### config.mk
export PLATFORM = sky130hd
export DESIGN_NAME = fat32_cluster_chain_reader_unit_flat
export DESIGN_NICKNAME = d
export VERILOG_FILES = /design/src/hw/rtl/cccr_pkg.sv /design/src/hw/rtl/cccr_if.sv /design/src/hw/rtl/cccr_front.sv /design/src/hw/rtl/cccr_queue.sv /design/src/hw/rtl/cccr_back.sv /design/src/hw/rtl/fat32_cluster_chain_reader_unit.sv /design/src/flat_wrapper.sv
export SDC_FILE = /design/constraint.sdc
export NUM_CORES = 2
export LEC_CHECK = 0
export ABC_AREA = 1
export BUFFER_PORTS_ARGS = -buffer_cell sky130_fd_sc_hd__clkbuf_2
export CAP_MARGIN = 30
export CORE_MARGIN = 5
export CORE_UTILIZATION = 40
export CTS_CLUSTER_SIZE = 8
export DETAILED_ROUTE_END_ITERATION = 10
export PLACE_DENSITY = 0.67
export SLEW_MARGIN = 5
export SYNTH_ARGS = -nofsm -noshare
export SYNTH_HDL_FRONTEND = slang
export SYNTH_SLANG_ARGS = --single-unit
### constraint.sdc
create_clock -name i_clk -period 8.6 [get_ports i_clk]
set_clock_uncertainty 0.15 [all_clocks]
set_input_delay 0.86 -clock i_clk [delete_from_list [all_inputs] [get_ports i_clk]]
set_output_delay 0.86 -clock i_clk [all_outputs]
set_load 0.005 [all_outputs]
### src/hw/rtl/cccr_pkg.sv
// ----------------------------------------------------------------------------
// cccr_pkg
// Shared types, codes and constants of the cluster chain reader.
// ----------------------------------------------------------------------------
package cccr_pkg;

    localparam int unsigned MAX_CLUSTER_SHIFT = 5;
    localparam int unsigned BLOCK_BYTES       = 512;
    localparam int unsigned BLOCK_BITS        = $clog2(BLOCK_BYTES);
    localparam int unsigned FAT_WORDS         = BLOCK_BYTES / 4;
    localparam int unsigned WORD_BITS         = $clog2(FAT_WORDS);
    localparam int unsigned CLUSTER_W         = 28;
    localparam int unsigned SHIFT_W           = 3;
    localparam int unsigned CFG_IDX_W         = 3;
    localparam int unsigned CMD_QUEUE_DEPTH   = 2;

    localparam logic [CLUSTER_W-1:0] CHAIN_END = 28'hFFFFFF7;

    typedef logic [1:0] t_action;
    localparam t_action ACT_FAT_FETCH = 2'd0;
    localparam t_action ACT_SEGMENT   = 2'd1;
    localparam t_action ACT_FINISH    = 2'd2;

    typedef logic [1:0] t_cmd_kind;
    localparam t_cmd_kind CMD_EOF  = 2'd0;
    localparam t_cmd_kind CMD_READ = 2'd1;
    localparam t_cmd_kind CMD_FAT  = 2'd2;

    typedef logic [CFG_IDX_W-1:0] t_reg_idx;
    localparam t_reg_idx REG_FAT_BASE      = 3'd0;
    localparam t_reg_idx REG_DATA_BASE     = 3'd1;
    localparam t_reg_idx REG_CLUSTER_SHIFT = 3'd2;
    localparam t_reg_idx REG_START_CLUSTER = 3'd3;
    localparam t_reg_idx REG_FILE_LENGTH   = 3'd4;

    typedef struct packed {
        logic [31:0]          fat_base;
        logic [31:0]          data_base;
        logic [SHIFT_W-1:0]   cluster_shift;
        logic [CLUSTER_W-1:0] start_cluster;
        logic [31:0]          file_length;
    } t_cfg;

    typedef struct packed {
        t_cmd_kind            kind;
        logic [31:0]          offset;
        logic [31:0]          length;
        logic [CLUSTER_W-1:0] entry;
    } t_cmd;

    typedef struct packed {
        logic full;
        logic empty;
    } t_q_stat;

endpackage

### src/hw/rtl/cccr_if.sv
// ----------------------------------------------------------------------------
// cccr_if
// Valid/ready channels of the cluster chain reader: request, result, config.
// ----------------------------------------------------------------------------
interface cccr_req_if;
    logic        valid;
    logic        ready;
    logic        req_type;
    logic [31:0] read_offset;
    logic [31:0] read_length;
    logic [31:0] fat_entry;

    modport source (output valid, req_type, read_offset, read_length, fat_entry,
                    input ready);
    modport sink   (input valid, req_type, read_offset, read_length, fat_entry,
                    output ready);
endinterface

interface cccr_res_if;
    logic        valid;
    logic        ready;
    logic [1:0]  action;
    logic [31:0] block_address;
    logic [6:0]  word_index;
    logic [8:0]  byte_start;
    logic [9:0]  byte_count;
    logic [31:0] bytes_done;
    logic        last;

    modport source (output valid, action, block_address, word_index, byte_start,
                    byte_count, bytes_done, last, input ready);
    modport sink   (input valid, action, block_address, word_index, byte_start,
                    byte_count, bytes_done, last, output ready);
endinterface

interface cccr_cfg_if;
    logic        valid;
    logic        ready;
    logic [2:0]  index;
    logic [31:0] data;

    modport source (output valid, index, data, input ready);
    modport sink   (input valid, index, data, output ready);
endinterface

### src/hw/rtl/cccr_front.sv
// ----------------------------------------------------------------------------
// cccr_front
// Configuration registers, request intake, clipping and classification.
// ----------------------------------------------------------------------------
module cccr_front (
    input  logic           i_clk,
    input  logic           i_rst_n,
    cccr_req_if.sink       i_req,
    cccr_cfg_if.sink       i_cfg,
    input  cccr_pkg::t_q_stat i_q_stat,
    output logic           o_push,
    output cccr_pkg::t_cmd o_cmd,
    output cccr_pkg::t_cfg o_cfg,
    output logic           o_flush
);
    import cccr_pkg::*;

    t_cfg        r_cfg;
    logic        cfg_fire;
    logic        past_end;
    logic [32:0] end_sum;

    assign i_cfg.ready = 1'b1;
    assign cfg_fire    = i_cfg.valid && i_cfg.ready;
    assign o_cfg       = r_cfg;
    assign o_flush     = cfg_fire && (i_cfg.index == REG_CLUSTER_SHIFT ||
                                      i_cfg.index == REG_START_CLUSTER);

    always_ff @(posedge i_clk) begin
        if (!i_rst_n) begin
            r_cfg.fat_base      <= '0;
            r_cfg.data_base     <= '0;
            r_cfg.cluster_shift <= '0;
            r_cfg.start_cluster <= CLUSTER_W'(2);
            r_cfg.file_length   <= '0;
        end else if (cfg_fire) begin
            unique case (i_cfg.index)
                REG_FAT_BASE:      r_cfg.fat_base      <= i_cfg.data;
                REG_DATA_BASE:     r_cfg.data_base     <= i_cfg.data;
                REG_CLUSTER_SHIFT: r_cfg.cluster_shift <= i_cfg.data[SHIFT_W-1:0];
                REG_START_CLUSTER: r_cfg.start_cluster <= i_cfg.data[CLUSTER_W-1:0];
                REG_FILE_LENGTH:   r_cfg.file_length   <= i_cfg.data;
                default: ;
            endcase
        end
    end

    assign i_req.ready = !i_q_stat.full;
    assign o_push      = i_req.valid && i_req.ready;

    assign past_end = i_req.read_offset >= r_cfg.file_length;
    assign end_sum  = {1'b0, i_req.read_offset} + {1'b0, i_req.read_length};

    always_comb begin
        o_cmd.offset = i_req.read_offset;
        o_cmd.entry  = i_req.fat_entry[CLUSTER_W-1:0];
        o_cmd.length = i_req.read_length;
        if (end_sum > {1'b0, r_cfg.file_length}) begin
            o_cmd.length = r_cfg.file_length - i_req.read_offset;
        end
        if (i_req.req_type) begin
            o_cmd.kind = CMD_FAT;
        end else if (past_end) begin
            o_cmd.kind = CMD_EOF;
        end else begin
            o_cmd.kind = CMD_READ;
        end
    end

endmodule

### src/hw/rtl/cccr_queue.sv
// ----------------------------------------------------------------------------
// cccr_queue
// Short command queue between intake and walker.
// ----------------------------------------------------------------------------
module cccr_queue (
    input  logic              i_clk,
    input  logic              i_rst_n,
    input  logic              i_push,
    input  cccr_pkg::t_cmd    i_cmd,
    input  logic              i_pop,
    output cccr_pkg::t_cmd    o_cmd,
    output cccr_pkg::t_q_stat o_stat
);
    import cccr_pkg::*;

    localparam int unsigned PTR_W = (CMD_QUEUE_DEPTH > 1) ? $clog2(CMD_QUEUE_DEPTH) : 1;
    localparam int unsigned CNT_W = $clog2(CMD_QUEUE_DEPTH + 1);

    t_cmd             r_mem [CMD_QUEUE_DEPTH];
    logic [PTR_W-1:0] r_wr_ptr;
    logic [PTR_W-1:0] r_rd_ptr;
    logic [CNT_W-1:0] r_count;

    function automatic logic [PTR_W-1:0] ptr_inc(input logic [PTR_W-1:0] p);
        if (p == PTR_W'(CMD_QUEUE_DEPTH - 1)) begin
            return '0;
        end
        return p + PTR_W'(1);
    endfunction

    assign o_cmd        = r_mem[r_rd_ptr];
    assign o_stat.full  = r_count == CNT_W'(CMD_QUEUE_DEPTH);
    assign o_stat.empty = r_count == '0;

    always_ff @(posedge i_clk) begin
        if (i_push) begin
            r_mem[r_wr_ptr] <= i_cmd;
        end
    end

    always_ff @(posedge i_clk) begin
        if (!i_rst_n) begin
            r_wr_ptr <= '0;
            r_rd_ptr <= '0;
            r_count  <= '0;
        end else begin
            if (i_push) begin
                r_wr_ptr <= ptr_inc(r_wr_ptr);
            end
            if (i_pop) begin
                r_rd_ptr <= ptr_inc(r_rd_ptr);
            end
            if (i_push && !i_pop) begin
                r_count <= r_count + CNT_W'(1);
            end else if (!i_push && i_pop) begin
                r_count <= r_count - CNT_W'(1);
            end
        end
    end

endmodule

### src/hw/rtl/cccr_back.sv
// ----------------------------------------------------------------------------
// cccr_back
// Cursor keeper and chain walker; emits one result per cycle while the result channel is ready.
// ----------------------------------------------------------------------------
module cccr_back (
    input  logic              i_clk,
    input  logic              i_rst_n,
    input  cccr_pkg::t_cfg    i_cfg,
    input  logic              i_flush,
    input  cccr_pkg::t_cmd    i_cmd,
    input  cccr_pkg::t_q_stat i_q_stat,
    output logic              o_pop,
    cccr_res_if.source        o_res
);
    import cccr_pkg::*;

    localparam logic [1:0] S_IDLE = 2'd0;
    localparam logic [1:0] S_PREP = 2'd1;
    localparam logic [1:0] S_RUN  = 2'd2;

    logic [1:0]           r_state,    n_state;
    logic [CLUSTER_W-1:0] r_cur_clu,  n_cur_clu;
    logic [31:0]          r_cur_off,  n_cur_off;
    logic                 r_cur_vld,  n_cur_vld;
    logic [31:0]          r_pend_off, n_pend_off;
    logic [31:0]          r_pend_rem, n_pend_rem;
    logic [31:0]          r_done,     n_done;
    logic                 r_await,    n_await;
    logic [31:0]          r_clu_base, n_clu_base;
    logic [32:0]          r_cur_end,  n_cur_end;

    logic                 r_out_vld,  n_out_vld;
    t_action              r_out_act,  n_out_act;
    logic [31:0]          r_out_blk,  n_out_blk;
    logic [WORD_BITS-1:0] r_out_word, n_out_word;
    logic [8:0]           r_out_bst,  n_out_bst;
    logic [9:0]           r_out_bcnt, n_out_bcnt;
    logic [31:0]          r_out_done, n_out_done;
    logic                 r_out_last, n_out_last;

    logic                 slot;
    logic [SHIFT_W-1:0]   sh;
    logic [32:0]          bpc;
    logic [32:0]          clu_sh;
    logic [31:0]          rel;
    logic [BLOCK_BITS-1:0] bstart;
    logic [9:0]           room;
    logic [9:0]           cnt;
    logic                 advance;
    logic                 chain_end;

    assign slot = !r_out_vld || o_res.ready;
    assign sh   = (i_cfg.cluster_shift > SHIFT_W'(MAX_CLUSTER_SHIFT)) ?
                  SHIFT_W'(MAX_CLUSTER_SHIFT) : i_cfg.cluster_shift;
    assign bpc    = 33'(BLOCK_BYTES) << sh;
    assign clu_sh = {5'b0, r_cur_clu} << sh;
    assign rel    = r_pend_off - r_cur_off;
    assign bstart = rel[BLOCK_BITS-1:0];
    assign room   = 10'(BLOCK_BYTES) - {1'b0, bstart};
    assign cnt    = (r_pend_rem < {22'b0, room}) ? r_pend_rem[9:0] : room;
    assign advance   = ({1'b0, r_pend_off} >= r_cur_end) && (r_cur_clu < CHAIN_END);
    assign chain_end = r_cur_clu >= CHAIN_END;

    assign o_res.valid         = r_out_vld;
    assign o_res.action        = r_out_act;
    assign o_res.block_address = r_out_blk;
    assign o_res.word_index    = r_out_word;
    assign o_res.byte_start    = r_out_bst;
    assign o_res.byte_count    = r_out_bcnt;
    assign o_res.bytes_done    = r_out_done;
    assign o_res.last          = r_out_last;

    always_comb begin
        n_state    = r_state;
        n_cur_clu  = r_cur_clu;
        n_cur_off  = r_cur_off;
        n_cur_vld  = r_cur_vld;
        n_pend_off = r_pend_off;
        n_pend_rem = r_pend_rem;
        n_done     = r_done;
        n_await    = r_await;
        n_clu_base = r_clu_base;
        n_cur_end  = r_cur_end;
        n_out_vld  = r_out_vld && !o_res.ready;
        n_out_act  = r_out_act;
        n_out_blk  = r_out_blk;
        n_out_word = r_out_word;
        n_out_bst  = r_out_bst;
        n_out_bcnt = r_out_bcnt;
        n_out_done = r_out_done;
        n_out_last = r_out_last;
        o_pop      = 1'b0;

        unique case (r_state)
            S_IDLE: begin
                if (!i_q_stat.empty && slot) begin
                    o_pop = 1'b1;
                    unique case (i_cmd.kind)
                        CMD_EOF: begin
                            n_await    = 1'b0;
                            n_pend_rem = '0;
                            n_done     = '0;
                            n_out_vld  = 1'b1;
                            n_out_act  = ACT_FINISH;
                            n_out_blk  = '0;
                            n_out_word = '0;
                            n_out_bst  = '0;
                            n_out_bcnt = '0;
                            n_out_done = '0;
                            n_out_last = 1'b1;
                        end
                        CMD_READ: begin
                            n_await = 1'b0;
                            n_done  = '0;
                            if (!r_cur_vld || i_cmd.offset < r_cur_off) begin
                                n_cur_clu = i_cfg.start_cluster;
                                n_cur_off = '0;
                                n_cur_vld = 1'b1;
                            end
                            n_pend_off = i_cmd.offset;
                            n_pend_rem = i_cmd.length;
                            n_state    = S_PREP;
                        end
                        CMD_FAT: begin
                            if (r_await) begin
                                n_await   = 1'b0;
                                n_cur_clu = i_cmd.entry;
                                n_state   = S_PREP;
                            end
                        end
                        default: ;
                    endcase
                end
            end
            S_PREP: begin
                n_clu_base = i_cfg.data_base + clu_sh[31:0];
                n_cur_end  = {1'b0, r_cur_off} + bpc;
                n_state    = S_RUN;
            end
            S_RUN: begin
                if (slot) begin
                    n_out_vld  = 1'b1;
                    n_out_blk  = '0;
                    n_out_word = '0;
                    n_out_bst  = '0;
                    n_out_bcnt = '0;
                    n_out_done = '0;
                    n_out_last = 1'b1;
                    if (r_pend_rem != '0 && advance) begin
                        n_cur_off  = r_cur_end[31:0];
                        n_await    = 1'b1;
                        n_out_act  = ACT_FAT_FETCH;
                        n_out_blk  = i_cfg.fat_base + 32'(r_cur_clu >> WORD_BITS);
                        n_out_word = r_cur_clu[WORD_BITS-1:0];
                        n_state    = S_IDLE;
                    end else if (r_pend_rem == '0 || chain_end) begin
                        n_pend_rem = '0;
                        n_out_act  = ACT_FINISH;
                        n_out_done = r_done;
                        n_state    = S_IDLE;
                    end else begin
                        n_pend_rem = r_pend_rem - {22'b0, cnt};
                        n_pend_off = r_pend_off + {22'b0, cnt};
                        n_done     = r_done + {22'b0, cnt};
                        n_out_act  = ACT_SEGMENT;
                        n_out_blk  = r_clu_base + (rel >> BLOCK_BITS);
                        n_out_bst  = bstart;
                        n_out_bcnt = cnt;
                        n_out_last = 1'b0;
                    end
                end
            end
            default: begin
                n_state = S_IDLE;
            end
        endcase

        if (i_flush) begin
            n_cur_vld  = 1'b0;
            n_await    = 1'b0;
            n_pend_rem = '0;
        end
    end

    always_ff @(posedge i_clk) begin
        if (!i_rst_n) begin
            r_state    <= S_IDLE;
            r_cur_clu  <= '0;
            r_cur_off  <= '0;
            r_cur_vld  <= 1'b0;
            r_pend_off <= '0;
            r_pend_rem <= '0;
            r_done     <= '0;
            r_await    <= 1'b0;
            r_out_vld  <= 1'b0;
        end else begin
            r_state    <= n_state;
            r_cur_clu  <= n_cur_clu;
            r_cur_off  <= n_cur_off;
            r_cur_vld  <= n_cur_vld;
            r_pend_off <= n_pend_off;
            r_pend_rem <= n_pend_rem;
            r_done     <= n_done;
            r_await    <= n_await;
            r_out_vld  <= n_out_vld;
        end
    end

    always_ff @(posedge i_clk) begin
        r_clu_base <= n_clu_base;
        r_cur_end  <= n_cur_end;
        r_out_act  <= n_out_act;
        r_out_blk  <= n_out_blk;
        r_out_word <= n_out_word;
        r_out_bst  <= n_out_bst;
        r_out_bcnt <= n_out_bcnt;
        r_out_done <= n_out_done;
        r_out_last <= n_out_last;
    end

endmodule

### src/hw/rtl/fat32_cluster_chain_reader_unit.sv
// ----------------------------------------------------------------------------
// fat32_cluster_chain_reader_unit
// Turns file byte reads into FAT word fetches and data segments of up to 512 bytes.
// ----------------------------------------------------------------------------
// A read request or FAT reply passes the intake and a two-entry command queue,
// then the walker takes it: it picks the item up in the idle state, sets up the
// cluster base in the prepare state, then emits one result per cycle while the
// result channel is ready (one data segment per block of the current cluster, up
// to 32, followed by a FAT fetch or the finished result). The walker takes no
// new item until it is back in idle. A FAT fetch result ends a request; the walk
// resumes when the FAT reply arrives as an input item.
// Configuration writes are taken every cycle and must be made while idle.
// ----------------------------------------------------------------------------
module fat32_cluster_chain_reader_unit (
    input  logic       i_clk,
    input  logic       i_rst_n,
    cccr_req_if.sink   i_req,
    cccr_res_if.source o_res,
    cccr_cfg_if.sink   i_cfg
);
    import cccr_pkg::*;

    t_cfg    cfg;
    t_cmd    push_cmd;
    t_cmd    head_cmd;
    t_q_stat q_stat;
    logic    push;
    logic    pop;
    logic    flush;

    cccr_front u_front (
        .i_clk    (i_clk),
        .i_rst_n  (i_rst_n),
        .i_req    (i_req),
        .i_cfg    (i_cfg),
        .i_q_stat (q_stat),
        .o_push   (push),
        .o_cmd    (push_cmd),
        .o_cfg    (cfg),
        .o_flush  (flush)
    );

    cccr_queue u_queue (
        .i_clk   (i_clk),
        .i_rst_n (i_rst_n),
        .i_push  (push),
        .i_cmd   (push_cmd),
        .i_pop   (pop),
        .o_cmd   (head_cmd),
        .o_stat  (q_stat)
    );

    cccr_back u_back (
        .i_clk    (i_clk),
        .i_rst_n  (i_rst_n),
        .i_cfg    (cfg),
        .i_flush  (flush),
        .i_cmd    (head_cmd),
        .i_q_stat (q_stat),
        .o_pop    (pop),
        .o_res    (o_res)
    );

endmodule

### src/flat_wrapper.sv
// flat-port wrapper written by rule: the top's interface ports become plain ports
module fat32_cluster_chain_reader_unit_flat import cccr_pkg::*;
  (i_clk, i_rst_n, i_req_valid, i_req_req_type, i_req_read_offset, i_req_read_length, i_req_fat_entry, i_req_ready, o_res_valid, o_res_action, o_res_block_address, o_res_word_index, o_res_byte_start, o_res_byte_count, o_res_bytes_done, o_res_last, o_res_ready, i_cfg_valid, i_cfg_index, i_cfg_data, i_cfg_ready);
  cccr_req_if i_req_i ();
  cccr_res_if o_res_i ();
  cccr_cfg_if i_cfg_i ();
  input  logic i_clk;
  input  logic i_rst_n;
  input wire logic [$bits(i_req_i.valid)-1:0] i_req_valid;
  input wire logic [$bits(i_req_i.req_type)-1:0] i_req_req_type;
  input wire logic [$bits(i_req_i.read_offset)-1:0] i_req_read_offset;
  input wire logic [$bits(i_req_i.read_length)-1:0] i_req_read_length;
  input wire logic [$bits(i_req_i.fat_entry)-1:0] i_req_fat_entry;
  output wire logic [$bits(i_req_i.ready)-1:0] i_req_ready;
  output wire logic [$bits(o_res_i.valid)-1:0] o_res_valid;
  output wire logic [$bits(o_res_i.action)-1:0] o_res_action;
  output wire logic [$bits(o_res_i.block_address)-1:0] o_res_block_address;
  output wire logic [$bits(o_res_i.word_index)-1:0] o_res_word_index;
  output wire logic [$bits(o_res_i.byte_start)-1:0] o_res_byte_start;
  output wire logic [$bits(o_res_i.byte_count)-1:0] o_res_byte_count;
  output wire logic [$bits(o_res_i.bytes_done)-1:0] o_res_bytes_done;
  output wire logic [$bits(o_res_i.last)-1:0] o_res_last;
  input wire logic [$bits(o_res_i.ready)-1:0] o_res_ready;
  input wire logic [$bits(i_cfg_i.valid)-1:0] i_cfg_valid;
  input wire logic [$bits(i_cfg_i.index)-1:0] i_cfg_index;
  input wire logic [$bits(i_cfg_i.data)-1:0] i_cfg_data;
  output wire logic [$bits(i_cfg_i.ready)-1:0] i_cfg_ready;
  assign i_req_i.valid = i_req_valid;
  assign i_req_i.req_type = i_req_req_type;
  assign i_req_i.read_offset = i_req_read_offset;
  assign i_req_i.read_length = i_req_read_length;
  assign i_req_i.fat_entry = i_req_fat_entry;
  assign i_req_ready = i_req_i.ready;
  assign o_res_valid = o_res_i.valid;
  assign o_res_action = o_res_i.action;
  assign o_res_block_address = o_res_i.block_address;
  assign o_res_word_index = o_res_i.word_index;
  assign o_res_byte_start = o_res_i.byte_start;
  assign o_res_byte_count = o_res_i.byte_count;
  assign o_res_bytes_done = o_res_i.bytes_done;
  assign o_res_last = o_res_i.last;
  assign o_res_i.ready = o_res_ready;
  assign i_cfg_i.valid = i_cfg_valid;
  assign i_cfg_i.index = i_cfg_index;
  assign i_cfg_i.data = i_cfg_data;
  assign i_cfg_ready = i_cfg_i.ready;
  fat32_cluster_chain_reader_unit u_core (.i_clk(i_clk), .i_rst_n(i_rst_n), .i_req(i_req_i), .o_res(o_res_i), .i_cfg(i_cfg_i));
endmodule
# Word level (Yosys, flattened, before mapping)
# Memory sizes are Yosys's and may differ from the RTL's. A register that Yosys moved wholly into a read port is not among the register bits.
# Cells that the tools add are included.
[totals]
register_bits = 450
n_memories = 1
word_cells = 228
mem_bits_rw = 188
[classes]
n_shift = 2
eq_ne = 25
bitwise = 1
addsub = 15
reduce_logical = 45
n_lt_le_gt_ge = 8
mux = 105
[mem_list]
columns = ["name", "words", "width", "read_ports", "rd_ports_with_merged_regs", "wr", "line_no", "text"]
rows = [
  ["u_core.u_queue.r_mem", 2, 94, 1, 1, 1, "cccr_queue.sv:19", "t_cmd r_mem [CMD_QUEUE_DEPTH];"],
]
[op_table]
columns = ["operator", "count"]
rows = [
  ["$mux W32", 28],
  ["$pmux W32 S2", 7],
  ["$add A32 B10 Y32", 2],
  ["$sub A32 B32 Y32", 2],
  ["$mux W10", 6],
  ["$mux W28", 2],
  ["$pmux W28 S2", 1],
  ["$mux W9", 5],
  ["$add A32 B32 Y33", 1],
  ["$add A32 B33 Y33", 1],
  ["$ge A32 B33 Y1", 1],
  ["$gt A33 B32 Y1", 1],
  ["$shl A10 B3 Y33 const A", 1],
  ["$add A32 B21 Y32", 1],
  ["$add A32 B23 Y32", 1],
  ["$add A32 B32 Y32", 1],
  ["$ge A32 B32 Y1", 1],
  ["$logic_not A32 Y1", 1],
  ["$lt A32 B10 Y1", 1],
  ["$lt A32 B32 Y1", 1],
  ["$reduce_bool A32 Y1", 1],
  ["$shl A28 B3 Y32", 1],
  ["$sub A32 B10 Y32", 1],
  ["$mux W1", 29],
  ["other kinds (38)", 104],
]

# Logic depth before layout (Yosys ltp)
[depth]
depth_word = 10
mapped_depth = 41
ltp_nobuf = 40

# Modules after synthesis
# From an unflattened synthesis, not the netlist that was laid out.
[hier_totals]
hier_cells = 5284
area_unflattened_um2 = 41703.7
[by_module_without_submodules]
columns = ["module", "cells_per_inst", "seq_area_each_um2", "area_each_um2", "instances"]
rows = [
  ["cccr_back", 3446, 7967.6, 24821.3, 1],
  ["cccr_front", 1511, 2542.4, 9860.7, 1],
  ["cccr_queue", 327, 5745.5, 7021.7, 1],
]

# Least setup slack after synthesis
# No wires, ideal clock.
[synth_path]
kind = "input to register"
startpoint = "input port o_res_ready"
endpoint = "register u_core.u_back.r_out_act[0], in the netlist u_core.u_back.o_res.action[0], enable pin"
cell_stages = 6
path_slack_ps = 2717
path_buffers = 0
arrival_ps = 5188
path_cell_list = "nor2_1 a21oi_1 o22ai_1 inv_1 nand2_1 nor2_1"
[synth_between]
elab_chain_len = 4
word_cells_on_any_way = 5
[synth_lines]
columns = ["element", "line_no", "text"]
rows = [
  ["from (decl)", "flat_wrapper.sv:23", "input wire logic [$bits(o_res_i.ready)-1:0] o_res_ready;"],
  ["$logic_or A1 B1 Y1 (*)", "cccr_back.sv:52", "assign slot = !r_out_vld || o_res.ready;"],
  ["$logic_and A1 B1 Y1", "cccr_back.sv:96", "if (!i_q_stat.empty && slot) begin"],
  ["$ne A2 B2 Y1 (no line)", "-", ""],
  ["$reduce_and A4 Y1 (no line) (*)", "-", ""],
  ["to (signal assigned)", "cccr_back.sv:212", "r_out_act <= n_out_act;"],
  ["to (decl)", "cccr_back.sv:33", "t_action r_out_act, n_out_act;"],
]
# Mark *: on every way between the ends. The rest lies on a longest branch, timed or not.
# A chain may end at the register's enable or synchronous reset.

# Worst setup path in the final report
[layout_path]
startpoint = "register u_core.u_back.r_pend_off[0]"
endpoint = "register u_core.u_back.r_done[18]"
[layout_between]
elab_chain_len = 9
word_cells_on_any_way = 14
[layout_lines]
columns = ["element", "line_no", "text"]
rows = [
  ["from (decl)", "cccr_back.sv:25", "logic [31:0] r_pend_off, n_pend_off;"],
  ["from (signal assigned)", "cccr_back.sv:201", "r_pend_off <= n_pend_off;"],
  ["$sub A32 B32 Y32 (*)", "cccr_back.sv:57", "assign rel = r_pend_off - r_cur_off;"],
  ["$sub A10 B9 Y10 (*)", "cccr_back.sv:59", "assign room = 10'(BLOCK_BYTES) - {1'b0, bstart};"],
  ["$lt A32 B10 Y1", "cccr_back.sv:60", "assign cnt = (r_pend_rem < {22'b0, room}) ? r_pend_rem[9:0] : room;"],
  ["$mux W10 (*)", "cccr_back.sv:60", ""],
  ["net u_core.u_back.cnt[1]", "cccr_back.sv:48", "logic [9:0] cnt;"],
  ["$add A32 B10 Y32 (*)", "cccr_back.sv:164", "n_done = r_done + {22'b0, cnt};"],
  ["$mux W32 (*)", "cccr_back.sv:156", "end else if (r_pend_rem == '0 || chain_end) begin"],
  ["$mux W32 (*)", "cccr_back.sv:149", "if (r_pend_rem != '0 && advance) begin"],
  ["$mux W32 (*)", "cccr_back.sv:141", "if (slot) begin"],
  ["$pmux W32 S2 (*)", "cccr_back.sv:94", "unique case (r_state)"],
  ["to (signal assigned)", "cccr_back.sv:203", "r_done <= n_done;"],
  ["to (decl)", "cccr_back.sv:27", "logic [31:0] r_done, n_done;"],
]
# The timed path passes the listed nets; every way through them passes the cells marked *. The select of a mux whose other input is x is not followed.

==> summary.md <==
| Metric | Value |
|---|---|
| Drt total wl | 133 mm |
| Status | finished, final reports clean |
| Slew Viols, Final | 0 |
| Die width | 328 um |
| Die Y-Extent | about 330 um |
| Metal3 WL | roughly 11 mm |
| Synth warnings | 0 |
| Worst-path clk slew | 0.06 ns |
| Crit end category | flip-flop |
| Final period util | 80.3% |
| Num rows | 116 |
| Initial detailed-routing violation count | 3772 |
| First-pass GRT wire length | 200 mm |
| Pin count of the biggest net entering global routing | approximately 120 |
| Syn Inst Count | 5201 |
| Fin. Hold Viols | 0 |
| Layout area overhead | 13.3% |
| Setup TNS Final | 0 ns |
| Fin crit period | 6.90 ns |
| Most frequent CP cell | a21oi_1 |
| TritonRoute pass-1 iters | 6 |
| Crit path largest cell delay | 0.75 ns |
| TritonCTS clock tree | done |
| HPWL Detailed | slightly above 100 mm |
| Routed vias | approximately 37000 |
| CP required | about 9 ns |
| Global placement routability congestion | 0.982 |
| Sinks on Clock Net | around 640 |
| Register bit total from synthesis | approximately 640 |
| Ys flop type | edfxtp_1 |
| Final layout net count | approximately 5900 |
| Critical path class | reg -> reg |
| Hold Crit Class | in -> reg |
| Tightest Pin Transition | 1.00 ns |
| Remaining antenna violation count | 0 |
| Root Buffer | clkbuf_16 |
| Avg Cell Area, Syn | between 7 and 8 um2 |
| FFs w/ async S/R, synth | 0% |
| Slew margin rel. | 33.2% |
| Drt via density | approximately 5.4 |
| # DRC | 0 |
| Resized cells post-CTS | 0 |
| Clk buf depth | 3 |
| Setup bufs post-CTS | 0 |
| Gr ovfl total | 0 |
| Register area share after synthesis | approximately two fifths |
| Synth unique cells | 77 |
| H-tree depth | 3 |
| Max Used Layer | met5 |
| Syn Std Cell Area | 40500 um2 |
| Met1 Wirelength | about 60 mm |
| Clk_lat worst skew | between 0.6 and 0.7 ns |
| Fraction of layout cells with a size suffix above 1 | under 10% |
| FMAX | 0.145 GHz |
| CP Max Fanout | 18 |
| Met2 routed wirelength | 58.0 mm |
| Hold_buf cts | 0 |
| # fillers | 9983 |
| Io pins | about 230 |
| Crit-path slowest cell | o21ai_0 |
| Number of global-route vias before repair | 33600 |
| Num CTS Buffers | 91 |
| Die area | 108000 um2 |
| Final setup vio count | 0 |
| CP startpoint kind | flip-flop |
| CORE AREA | approximately 100000 um2 |
| Buffers on Ports | 227 |
| WL/cell | 19.4 um |
| MaxCap Viol Count | 0 |
| RSZ-0062 raised after global routing | false |
| Post-synth EDFFs | 346 |
| Initial antenna violation count | 10 |
| Initial core utilization | 40.4% |
| CP arrival | 7.29 ns |
| GRT Util Overall | 23.8% |
Yosys cell counts (6+ instances only):
| master | count | area (um2) |
|---|---|---|
| a211oi_1 | 10 | 75.1 |
| a21boi_0 | 11 | 82.6 |
| a21boi_1 | 10 | 75.1 |
| a21o_1 | 13 | 97.6 |
| a21oi_1 | 536 | 2680 |
| a221oi_1 | 17 | 149 |
| a31oi_1 | 45 | 282 |
| buf_1 | 15 | 56.3 |
| buf_2 | 12 | 60.1 |
| clkbuf_1 | 126 | 473 |
| dfxtp_1 | 293 | 5870 |
| edfxtp_1 | 346 | 10400 |
| fa_1 | 10 | 200 |
| ha_1 | 310 | 3880 |
| inv_1 | 616 | 2310 |
| inv_2 | 27 | 101 |
| nand2_1 | 1005 | 3770 |
| nand2_2 | 36 | 225 |
| nand2_4 | 11 | 124 |
| nand3_1 | 172 | 861 |
| nand3_2 | 14 | 140 |
| nand3b_1 | 17 | 128 |
| nand4_1 | 80 | 500 |
| nor2_1 | 573 | 2150 |
| nor2_2 | 9 | 56.3 |
| nor2_4 | 8 | 90.1 |
| nor3_1 | 72 | 360 |
| nor4_1 | 23 | 144 |
| o211ai_1 | 18 | 135 |
| o21a_1 | 16 | 120 |
| o21ai_0 | 397 | 1990 |
| o21ai_1 | 40 | 200 |
| o21bai_1 | 16 | 120 |
| o221ai_1 | 7 | 61.3 |
| o22ai_1 | 19 | 119 |
| o31ai_1 | 6 | 45.0 |
| or2_2 | 17 | 106 |
| xnor2_1 | 52 | 455 |
| xor2_1 | 123 | 1080 |
cell families after synthesis:
family / Yosys count / synth area share (%)
simple gates: 2063 / 22.1
compound gates: 1196 / 16.2
buf+inv: 805 / 7.57
flops: 639 / 40.2
fa+ha+maj: 320 / 10.1
xor+xnor: 175 / 3.79
other cells: 2 / 0.0186
mux: 1 / 0.0247
flip-flops by register name, indices dropped and copies added, names as in the netlist, 2 cells and up, named ones only:
name	count
u_core.u_back.r_cur_clu	28
u_core.u_back.o_res.word_index	7
u_core.u_queue.r_mem	188
u_core.u_back.o_res.action	2
u_core.u_queue.r_count	2
u_core.u_back.o_res.bytes_done	32
u_core.u_back.o_res.byte_start	9
u_core.u_back.r_pend_rem	32
u_core.u_back.o_res.byte_count	10
u_core.u_back.r_cur_end	33
u_core.u_back.o_res.block_address	32
u_core.u_back.r_pend_off	32
u_core.u_front.o_cfg	127
u_core.u_back.r_clu_base	32
u_core.u_back.r_done	32
u_core.u_back.r_state	2
u_core.u_back.r_cur_off	32
routing by layer:
layer | GRT usage (%) | vias to the layer above
li1 | - | 18000
met1 | 34.1 | 17100
met2 | 37.0 | 1403
met3 | 3.55 | 206
met4 | 8.05 | 2
met5 | 0 | -
worst max-delay path: cells and delay by family (launching register included):
family | cells | cell delay [ns]
compound gates | 8 | 2.16
fa+ha+maj | 5 | 1.78
buf+inv | 5 | 0.71
flops | 1 | 0.35
simple gates | 13 | 1.64
layout by cell type, fill, tap and decap left out, drive strengths merged, types with 23 or more instances in the layout:
cell type / Yosys / routed
nor3: 74 / 74
a31oi: 45 / 45
nand4: 81 / 81
clkbuf: 126 / 384
buf: 30 / 42
edfxtp: 346 / 346
nand2: 1054 / 1054
nor4: 24 / 24
dfxtp: 293 / 293
xnor2: 52 / 52
nand3: 189 / 189
or2: 23 / 23
inv: 643 / 644
o21ai: 442 / 442
xor2: 123 / 123
nor2: 591 / 591
a21boi: 25 / 25
a21oi: 538 / 538
ha: 310 / 310
per-stage QoR:
step                      setup slack [ns]  cell area, um2  std cells  utilization, %  hold WS [ns]
after floorplan                       2.72           40500       5202               -         0.258
after global placement                1.91           43000       6667            42.9         0.261
after detailed placement              1.76           43100       6668            42.9         0.266
after CTS                             1.74           45800       6832            45.6         0.197
after global routing                  1.14           45900       6838            45.7         0.216
final                                 1.70           45900       6841            45.7         0.232
area by class of cell:
| class | instances | area [um2] | area share, % |
|---|---|---|---|
| Multi-Input combinational cell | 3758 | 21200 | 46.2 |
| Sequential cell | 639 | 16300 | 35.5 |
| Clock buffer | 158 | 2600 | 5.67 |
| Inverter | 649 | 2450 | 5.34 |
| Tap cell | 1357 | 1700 | 3.70 |
| Timing Repair Buffer | 268 | 1530 | 3.33 |
| Clock inverter | 6 | 118 | 0.256 |
| Antenna cell | 6 | 15.0 | 0.0327 |
worst paths after layout:
path	from	to	slack, ns	depth (start not counted)
max	u_core.u_back.r_pend_off[0]$_SDFFE_PN0P_	u_core.u_back.r_done[18]$_SDFFE_PN0P_	1.70	31
max reg2reg	u_core.u_back.r_pend_off[0]$_SDFFE_PN0P_	u_core.u_back.r_done[18]$_SDFFE_PN0P_	1.70	31
min	i_req_fat_entry[20]	u_core.u_queue.r_mem[1][20]$_DFFE_PP_	0.23	1
min reg2reg	u_core.u_back.r_cur_off[6]$_SDFFE_PN0P_	u_core.u_back.r_cur_end[6]$_DFFE_PN_	0.28	0
Power is left out: the tool's default activity adds up to more than one toggle a clock period on the data nets, which glitch-free logic cannot reach.
